==> src/rtl/trq_pkg.sv <==
// ----------------------------------------------------------------------------
// trq_pkg
// Types, codes and sizing shared by the topic ring queue block.
// ----------------------------------------------------------------------------
package trq_pkg;

  localparam int NUM_TOPICS  = 4;
  localparam int QUEUE_DEPTH = 8;
  localparam int NUM_SLOTS   = NUM_TOPICS * QUEUE_DEPTH;

  localparam int ADDR_W = (NUM_SLOTS > 1) ? $clog2(NUM_SLOTS) : 1;
  localparam int PTR_W  = (QUEUE_DEPTH > 1) ? $clog2(QUEUE_DEPTH) : 1;
  localparam int FILL_W = $clog2(QUEUE_DEPTH + 1);

  // register indexes of the configuration port
  localparam logic CFG_TOPICS_IN_USE = 1'b0;
  localparam logic CFG_MAX_AGE       = 1'b1;

  localparam logic [2:0]  TOPICS_RESET  = 3'd1;
  localparam logic [31:0] MAX_AGE_RESET = 32'd3;

  typedef enum logic [1:0] {
    OP_ENQ = 2'd0,
    OP_GET = 2'd1,
    OP_DEQ = 2'd2
  } op_t;

  typedef enum logic [2:0] {
    ST_OK       = 3'd0,
    ST_FULL     = 3'd1,
    ST_EMPTY    = 3'd2,
    ST_NO_TOPIC = 3'd3,
    ST_NO_NEWER = 3'd4,
    ST_NO_AGED  = 3'd5
  } status_t;

  typedef struct packed {
    logic [1:0]  operation;
    logic [1:0]  topic;
    logic [31:0] publisher_id;
    logic [31:0] payload_ref;
    logic [31:0] last_seen;
    logic [31:0] now;
  } in_item_t;

  typedef struct packed {
    logic [2:0]  status;
    logic [31:0] seq_out;
    logic [31:0] publisher_out;
    logic [31:0] payload_out;
    logic [31:0] stamp_out;
  } out_item_t;

  typedef struct packed {
    logic [31:0] seq;
    logic [31:0] stamp;
    logic [31:0] publisher;
    logic [31:0] payload;
  } entry_t;

  typedef struct packed {
    logic [2:0]  topics_in_use;
    logic [31:0] max_age;
  } cfg_t;

  typedef struct packed {
    logic              wr_en;
    logic [ADDR_W-1:0] wr_addr;
    entry_t            wr_data;
    logic [ADDR_W-1:0] rd_addr;
  } mem_req_t;

endpackage

==> src/rtl/trq_ctrl.sv <==
// ----------------------------------------------------------------------------
// trq_ctrl
// Per-topic ring pointers, sequence counter and the operation sequencer
// that reads, checks and writes the entry store.
// ----------------------------------------------------------------------------
module trq_ctrl (
  input  logic               clk,
  input  logic               rst,
  input  logic               in_valid,
  output logic               in_ready,
  input  trq_pkg::in_item_t  in_data,
  input  trq_pkg::cfg_t      cfg,
  output logic               res_valid,
  input  logic               res_ready,
  output trq_pkg::out_item_t res_data,
  output trq_pkg::mem_req_t  mem_req,
  input  trq_pkg::entry_t    rd_data
);

  typedef enum logic [4:0] {
    S_IDLE   = 5'b00001,
    S_DECODE = 5'b00010,
    S_AGE    = 5'b00100,
    S_SCAN   = 5'b01000,
    S_FINISH = 5'b10000
  } state_t;

  function automatic logic [trq_pkg::PTR_W-1:0] wrap_ptr(
    input logic [trq_pkg::PTR_W-1:0] p
  );
    logic [trq_pkg::PTR_W:0] inc;
    inc = {1'b0, p} + 1'b1;
    return (32'(inc) >= trq_pkg::QUEUE_DEPTH) ? '0 : inc[trq_pkg::PTR_W-1:0];
  endfunction

  function automatic logic [trq_pkg::ADDR_W-1:0] slot_addr(
    input logic [1:0]                t,
    input logic [trq_pkg::PTR_W-1:0] p
  );
    return trq_pkg::ADDR_W'(int'(t) * trq_pkg::QUEUE_DEPTH + int'(p));
  endfunction

  state_t                      state, state_next;
  trq_pkg::in_item_t           item, item_next;
  logic [trq_pkg::PTR_W-1:0]   head [trq_pkg::NUM_TOPICS];
  logic [trq_pkg::PTR_W-1:0]   head_next [trq_pkg::NUM_TOPICS];
  logic [trq_pkg::PTR_W-1:0]   tail [trq_pkg::NUM_TOPICS];
  logic [trq_pkg::PTR_W-1:0]   tail_next [trq_pkg::NUM_TOPICS];
  logic [trq_pkg::FILL_W-1:0]  fill [trq_pkg::NUM_TOPICS];
  logic [trq_pkg::FILL_W-1:0]  fill_next [trq_pkg::NUM_TOPICS];
  logic [31:0]                 next_seq, next_seq_next;
  logic [trq_pkg::FILL_W-1:0]  scan_cnt, scan_cnt_next;
  logic [trq_pkg::PTR_W-1:0]   issue_pos, issue_pos_next;
  logic                        have_gt, have_gt_next;
  trq_pkg::entry_t             cand, cand_next;
  trq_pkg::out_item_t          res, res_next;

  logic                        topic_ok;
  logic                        op_ok;
  logic [trq_pkg::PTR_W-1:0]   cur_head;
  logic [trq_pkg::PTR_W-1:0]   cur_tail;
  logic [trq_pkg::FILL_W-1:0]  cur_fill;
  logic [32:0]                 target;
  logic [32:0]                 seq_ext;
  logic                        hit_eq;
  logic                        hit_gt;
  logic                        scan_last;
  logic [31:0]                 age;

  assign cur_head  = head[item.topic];
  assign cur_tail  = tail[item.topic];
  assign cur_fill  = fill[item.topic];
  assign topic_ok  = ({1'b0, item.topic} < cfg.topics_in_use) &&
                     (32'(item.topic) < trq_pkg::NUM_TOPICS);
  assign op_ok     = (item.operation == trq_pkg::OP_ENQ) ||
                     (item.operation == trq_pkg::OP_GET) ||
                     (item.operation == trq_pkg::OP_DEQ);
  assign target    = {1'b0, item.last_seen} + 33'd1;
  assign seq_ext   = {1'b0, rd_data.seq};
  assign hit_eq    = (seq_ext == target);
  assign hit_gt    = (seq_ext > target);
  assign scan_last = ((scan_cnt + 1'b1) == cur_fill);
  assign age       = item.now - rd_data.stamp;

  assign in_ready  = (state == S_IDLE);
  assign res_valid = (state == S_FINISH);
  assign res_data  = res;

  always_comb begin
    state_next     = state;
    item_next      = item;
    head_next      = head;
    tail_next      = tail;
    fill_next      = fill;
    next_seq_next  = next_seq;
    scan_cnt_next  = scan_cnt;
    issue_pos_next = issue_pos;
    have_gt_next   = have_gt;
    cand_next      = cand;
    res_next       = res;

    mem_req.wr_en   = 1'b0;
    mem_req.wr_addr = slot_addr(item.topic, cur_tail);
    mem_req.wr_data = '{seq: next_seq, stamp: item.now,
                        publisher: item.publisher_id, payload: item.payload_ref};
    mem_req.rd_addr = slot_addr(item.topic, issue_pos);

    unique case (state)
      S_IDLE: begin
        if (in_valid) begin
          item_next  = in_data;
          state_next = S_DECODE;
        end
      end
      S_DECODE: begin
        res_next   = '0;
        state_next = S_FINISH;
        if (!op_ok || !topic_ok) begin
          res_next.status = trq_pkg::ST_NO_TOPIC;
        end else if (item.operation == trq_pkg::OP_ENQ) begin
          if (32'(cur_fill) >= trq_pkg::QUEUE_DEPTH) begin
            res_next.status = trq_pkg::ST_FULL;
          end else begin
            mem_req.wr_en          = 1'b1;
            tail_next[item.topic]  = wrap_ptr(cur_tail);
            fill_next[item.topic]  = cur_fill + 1'b1;
            next_seq_next          = (next_seq == '1) ? 32'd1 : next_seq + 32'd1;
            res_next.status        = trq_pkg::ST_OK;
            res_next.seq_out       = next_seq;
          end
        end else if (cur_fill == '0) begin
          res_next.status = trq_pkg::ST_EMPTY;
        end else begin
          mem_req.rd_addr = slot_addr(item.topic, cur_head);
          if (item.operation == trq_pkg::OP_DEQ) begin
            state_next = S_AGE;
          end else begin
            issue_pos_next = wrap_ptr(cur_head);
            scan_cnt_next  = '0;
            have_gt_next   = 1'b0;
            state_next     = S_SCAN;
          end
        end
      end
      S_AGE: begin
        state_next = S_FINISH;
        if (age > cfg.max_age) begin
          head_next[item.topic] = wrap_ptr(cur_head);
          fill_next[item.topic] = cur_fill - 1'b1;
          res_next.status       = trq_pkg::ST_OK;
        end else begin
          res_next.status = trq_pkg::ST_NO_AGED;
        end
      end
      S_SCAN: begin
        // exact match wins; otherwise the first newer entry from the head
        if (hit_eq || (scan_last && !have_gt && hit_gt)) begin
          res_next   = '{status: trq_pkg::ST_OK, seq_out: rd_data.seq,
                         publisher_out: rd_data.publisher,
                         payload_out: rd_data.payload, stamp_out: rd_data.stamp};
          state_next = S_FINISH;
        end else if (scan_last) begin
          if (have_gt) begin
            res_next = '{status: trq_pkg::ST_OK, seq_out: cand.seq,
                         publisher_out: cand.publisher,
                         payload_out: cand.payload, stamp_out: cand.stamp};
          end else begin
            res_next.status = trq_pkg::ST_NO_NEWER;
          end
          state_next = S_FINISH;
        end else begin
          if (hit_gt && !have_gt) begin
            cand_next    = rd_data;
            have_gt_next = 1'b1;
          end
          scan_cnt_next  = scan_cnt + 1'b1;
          issue_pos_next = wrap_ptr(issue_pos);
        end
      end
      S_FINISH: begin
        if (res_ready) begin
          state_next = S_IDLE;
        end
      end
      default: begin
        state_next = S_IDLE;
      end
    endcase
  end

  always_ff @(posedge clk) begin
    if (rst) begin
      state    <= S_IDLE;
      next_seq <= 32'd1;
      for (int t = 0; t < trq_pkg::NUM_TOPICS; t++) begin
        head[t] <= '0;
        tail[t] <= '0;
        fill[t] <= '0;
      end
      scan_cnt  <= '0;
      issue_pos <= '0;
      have_gt   <= 1'b0;
    end else begin
      state     <= state_next;
      next_seq  <= next_seq_next;
      head      <= head_next;
      tail      <= tail_next;
      fill      <= fill_next;
      scan_cnt  <= scan_cnt_next;
      issue_pos <= issue_pos_next;
      have_gt   <= have_gt_next;
    end
  end

  always_ff @(posedge clk) begin
    item <= item_next;
    cand <= cand_next;
    res  <= res_next;
  end

endmodule

==> config.mk <==
export PLATFORM = sky130hd
export DESIGN_NAME = trq_ctrl
export DESIGN_NICKNAME = d
export VERILOG_FILES = /design/src/rtl/trq_pkg.sv /design/src/rtl/trq_ctrl.sv
export SDC_FILE = /design/constraint.sdc
export NUM_CORES = 1
export LEC_CHECK = 0
export ABC_AREA = 1
export BUFFER_PORTS_ARGS = -buffer_cell sky130_fd_sc_hd__buf_2
export CORE_AREA = 2 2 221 223
export DETAILED_ROUTE_END_ITERATION = 16
export DIE_AREA = 0 0 223 225
export PLACE_DENSITY_LB_ADDON = 0.08
export RECOVER_POWER = 50
export SYNTH_ARGS = -nofsm -noshare
export SYNTH_HDL_FRONTEND = slang
export SYNTH_SLANG_ARGS = --single-unit
==> constraint.sdc <==
create_clock -name clk -period 21.3 [get_ports clk]
set_input_delay 3.195 -clock clk [delete_from_list [all_inputs] [get_ports clk]]
set_output_delay 3.195 -clock clk [all_outputs]
set_load 0.1 [all_outputs]
# Word-level counts from Yosys, hierarchy flattened
# Cells that the tools add are included.
[word_totals] out_inout_bits=272 inputBits=299 regBits=476 elab_cells=187
[op_classes] bitwise=5 eq_ne=24 addsub=12 n_mux=79 magnitude_cmp=9 n_reduce_logical=26
[op_table] op="$mux 131" count=2
[op_table] op="$pmux 128 s2" count=1
[op_table] op="$mux 128" count=1
[op_table] op="$mux 32" count=4
[op_table] op="$mux 16" count=4
[op_table] op="$mux 5" count=11
[op_table] op="$mux 3" count=18
[op_table] op="$mux 4" count=10
[op_table] op="$add 32x1->33 const B" count=1
[op_table] op="$eq 32x33->1" count=1
[op_table] op="$gt 32x33->1" count=1
[op_table] op="$add 32x1->32 const B" count=1
[op_table] op="$bwmux 16" count=2
[op_table] op="$eq 32x32->1 const B" count=1
[op_table] op="$gt 32x32->1" count=1
[op_table] op="$pmux 16 s2" count=1
[op_table] op="$sub 32x32->32" count=1
[op_table] op="$pmux 5 s5" count=1
[op_table] op="$bwmux 12" count=2
[op_table] op="$ne 2x2->1 const B" count=11
[op_table] op="$ge 4x4->1 const B" count=4
[op_table] op="$add 5x3->5" count=3
[op_table] op="$add 3x1->4 const B" count=3
[op_table] op="$bmux 3 s2" count=2
[op_table] op="39 further kinds" count=68

# Logic depth before layout (Yosys ltp)
[logic_depth] depth_word=12 mapped_depth=29 depth_no_buf=28

# Worst setup path before layout
# No wires, ideal clock.
[synth_path] path_kind="input to register" start="in rd_data[108] (netlist bit)" end="reg cand[0] (netlist bit), enable pin" setup_time_ns=0.620 path_buffers=0 path_slack_ns=11.018 arrival_time_ns=9.662 stages=14 t_required_ns=20.680 cell_sequence="ha_1 nand2_1 inv_1 nand2_1 a21oi_1 nor2_1 nand3_1 nand2_1 nand2_1 nand2_2 nand2_4 inv_1 nand2_1 nor2_1"
[synth_via] elab_chain_len=5 word_cells_on_any_way=7 classes_between="1 x order compare; 1 x eq/ne; 1 x bitwise; 4 x reduce/logical"
[synth_rtl] element="start, declared" line_no="trq_ctrl.sv:17" rtl="input trq_pkg::entry_t rd_data"
[synth_rtl] element="$gt 32x33->1" line_no="trq_ctrl.sv:81" rtl="assign hit_gt = (seq_ext > target);"
[synth_rtl] element="$logic_and 1x1->1" line_no="trq_ctrl.sv:157" rtl="if (hit_eq || (scan_last && !have_gt && hit_gt)) begin"
[synth_rtl] element="$logic_or 1x1->1" line_no="trq_ctrl.sv:157"
[synth_rtl] element="$not 1->1 (no line)"
[synth_rtl] element="$reduce_and 4->1 (no line) *"
[synth_rtl] element="end signal, assigned" line_no="trq_ctrl.sv:217" rtl="cand <= cand_next;"
[synth_rtl] element="end, declared" line_no="trq_ctrl.sv:55" rtl="trq_pkg::entry_t cand, cand_next;"
# Every way passes the cells marked *; elsewhere a longest branch is shown, timed or not.
# A chain may end at the register's enable or synchronous reset.

==> impl_metrics.toml <==
[status]
status = "finished, violations left"
violations = "max-capacitance violations, max-slew violations"

[clock_tree]
cts.clk_slew.worst_paths_ns = 0.06
cts-resized-gates = 0
cts_root_buf = "clkbuf_16"
insertion_delay_ns = 0.58
cts.sinks = 476
cts_tree = "done"
cts_max_path_buffers = 3
cts_made_buffers = 50
post_cts_buffers = 0
cts_hold_buf = 0
cts-htree-levels = 2

[pwr]
p_int_mw = 1.68
p_sw_uw = 817
power_leakage_nw = 10.7
ir_worst_vdd_mv = 0.0800
p_seq_share_pct = 43.9
pwr-share-comb_pct = 21.9
sw_frac_of_total_pct = 32.7
power.share.clock_pct = 34.2
p_per_area_mw_per_mm2 = 93.2
total_power_mw = 2.50

[global_routing]
grt-ovfl-total = 0
antenna_found_initial = 11
grt_pass1_wl_um = 98900
grt_use_total_pct = 25.9
first_global_vias = 17100
grt_max_degree = 90

[sta]
clock.fmax_mhz = 107
max_slew_margin_pct = -196
fin_crit_ns = 9.34
rsz0062_at_grt = "no"
skew_ns = 0.0232
holdWs_ns = 0.453
finalHoldViolCount = 0
tightest_slew_ns = 4.45
fin_crit_sh_pct = 43.8
tns_ns = 0
setup_slack_ns = 11.96
setup_viol_count_final = 0
drv_slew = 172

[finish]
fillCellCount = 4352
final_cells = 3342
stdcell_area_mm2 = 0.0268
drive_above_1_share_pct = 12.5
area_delta_synth_final_pct = 16.4
nNetsFinal = 3083
final_core_util_pct = 56.4

[place]
globalplace.congestion = 0.962
place_area_mm2 = 0.0257
place_worst_setup_slack_ns = 12.41
dpl.cell_count = 3242
portBuffers = 570
dp_hpwl_um = 50900

[synthesis]
avgSynthCellArea_um2 = 10.5
ys_types = 53
yosys_warnings = 0
seq_area_frac_synth_pct = 58.4
synthFlopType = "edfxtp_1"
synth_edf_count = 391
syn_inst = 2199
ys_seq_elements = 476
async_flop_share_pct = 0
synth_nets = 2603
syn_area_mm2 = 0.0230

[floorplan]
io_pins = 571
dieArea_mm2 = 0.0502
die_width_um = 223
core_area_mm2 = 0.0475
die_h_um = 225
num_rows = 80
start_util_pct = 48.4

[setup_path]
path_class = "input pin to primary output"
crit_arrival_ns = 6.14
cp_max_fo = 23
cp.required_ns = 18.11
worst_setup_path_end_kind = "primary output"
crit_path_start_kind = "input pin"

[routing]
ant_nets = 0
drtPass1Iterations = 11
drt_iter0_drc = 1229
finalWirelength_um = 66400
num_vias = 17400
drt-vias-per-instance = 5.19
drc_errors = 0
detail_route.wl_per_cell_um = 19.9

[worst_hold_path]
hp-class = "flip-flop to flip-flop"

[job]
cap_violations = 3
synthesized netlist by cell type, drive strengths merged, types with 8 or more instances:
library cell  count  area share (%)
xor2             44             1.7
or2               8            0.22
clkbuf           16            0.26
nor3             36            0.78
nor2            135             2.3
nor4             19            0.52
o21ai            92             2.0
a22o             66             2.5
buf             133             4.3
a21o              8            0.26
ha              104             5.6
edfxtp          391              51
o211ai           26             1.1
inv             243             4.0
nand3            87             2.0
nand2           477             8.0
nand4            36            0.98
xnor2            24            0.91
dfxtp            85             7.4
a21oi           122             2.7
final timing paths:
kind / to / slack, ns / start / cells past startpoint
max: mem_req[138] / 11.96 / cfg[33] / 9
min: tail[4]$_SDFFE_PP0P_ / 0.45 / tail[4]$_SDFFE_PP0P_ / 2
max reg2reg: mem_req[93]$_DFFE_PP_ / 14.78 / state[3]$_SDFFE_PP0P_ / 6
min reg2reg: tail[4]$_SDFFE_PP0P_ / 0.45 / tail[4]$_SDFFE_PP0P_ / 2
kinds of logic after synthesis:
| kind of cell | count (synthesis) | synth area share [%] |
|---|---|---|
| AND/OR/NAND/NOR | 808 | 15.1 |
| flip-flops | 476 | 58.4 |
| buffers and inverters | 393 | 8.58 |
| AO/OA/AOI/OAI | 348 | 9.61 |
| adder cells (fa/ha/maj) | 105 | 5.74 |
| XOR/XNOR | 68 | 2.59 |
| multiplexers | 1 | 0.0435 |
worst max-delay path, stage by stage:
cell	delay, ns
buf_2	0.07
inv_1	0.03
ha_1	0.27
nand3b_1	0.08
o21ai_1	0.11
a21oi_1	0.33
nand3_1	0.62
inv_1	0.85
buf_2	0.57
cells in the final DEF (no fill, tap or decap), types with 5 or more instances in the layout:
| cell | synthesis | routed |
|---|---|---|
| nand3_1 | 84 | 85 |
| clkinv_1 | 1 | 8 |
| clkinv_2 | 0 | 12 |
| bufinv_16 | 0 | 5 |
| nand4_1 | 36 | 36 |
| xor2_1 | 44 | 44 |
| a31oi_1 | 6 | 6 |
| diode_2 | 0 | 9 |
| nor4_1 | 19 | 19 |
| nor2_1 | 125 | 124 |
| o211ai_2 | 10 | 10 |
| buf_2 | 19 | 212 |
| inv_1 | 240 | 238 |
| edfxtp_1 | 391 | 391 |
| o211ai_1 | 16 | 16 |
| or2_2 | 7 | 7 |
| buf_4 | 102 | 6 |
| o21ai_0 | 89 | 89 |
| a21oi_1 | 121 | 122 |
| nor3_1 | 36 | 36 |
| dfxtp_1 | 85 | 85 |
| nand2_1 | 461 | 461 |
| nor2_2 | 9 | 9 |
| clkbuf_16 | 0 | 51 |
| nand2_2 | 14 | 14 |
| a21o_1 | 8 | 8 |
| clkbuf_1 | 16 | 371 |
| a22oi_1 | 5 | 5 |
| ha_1 | 104 | 104 |
| xnor2_1 | 24 | 24 |
| a22o_1 | 66 | 66 |
flip-flops by register name, summed over array words and instances, names as in the netlist:
| signal | cells |
|---|---|
| cand | 128 |
| fill | 16 |
| have_gt | 1 |
| head | 12 |
| issue_pos | 3 |
| item | 36 |
| mem_req | 96 |
| next_seq | 32 |
| res_data | 131 |
| scan_cnt | 4 |
| state | 5 |
| tail | 12 |
metal layers:
metal  global-route usage (%)  share of wire, %  vias to the layer above
met1                     31.5                40                     8171
met3                     4.89               6.1                      107
met2                     45.9                51                      591
met4                     9.61               3.0                        0
li1                         -                 -                     8482
met5                        0                 0                        -
power by group through the flow:
stage | clock [mW] | combinational [mW] | sequential [mW]
2_1_floorplan | 0 | 0.434 | 1.14
3_3_place_gp | 0 | 0.556 | 1.11
3_5_place_dp | 0 | 0.561 | 1.11
4_1_cts | 0.872 | 0.563 | 1.09
5_1_grt | 0.902 | 0.594 | 1.10
6_report | 0.855 | 0.548 | 1.10
final cells by class:
cell class / count / area [µm²] / area share [%]
Sequential cell: 476 / 13400 / 50.1
Multi-Input combinational cell: 1330 / 7610 / 28.4
Timing Repair Buffer: 577 / 2450 / 9.15
Clock buffer: 63 / 1320 / 4.93
Inverter: 244 / 927 / 3.46
Tap cell: 615 / 769 / 2.87
Clock inverter: 28 / 268 / 0.998
Antenna cell: 9 / 22.5 / 0.0840
No activity file was read; power rests on OpenSTA's default activity.
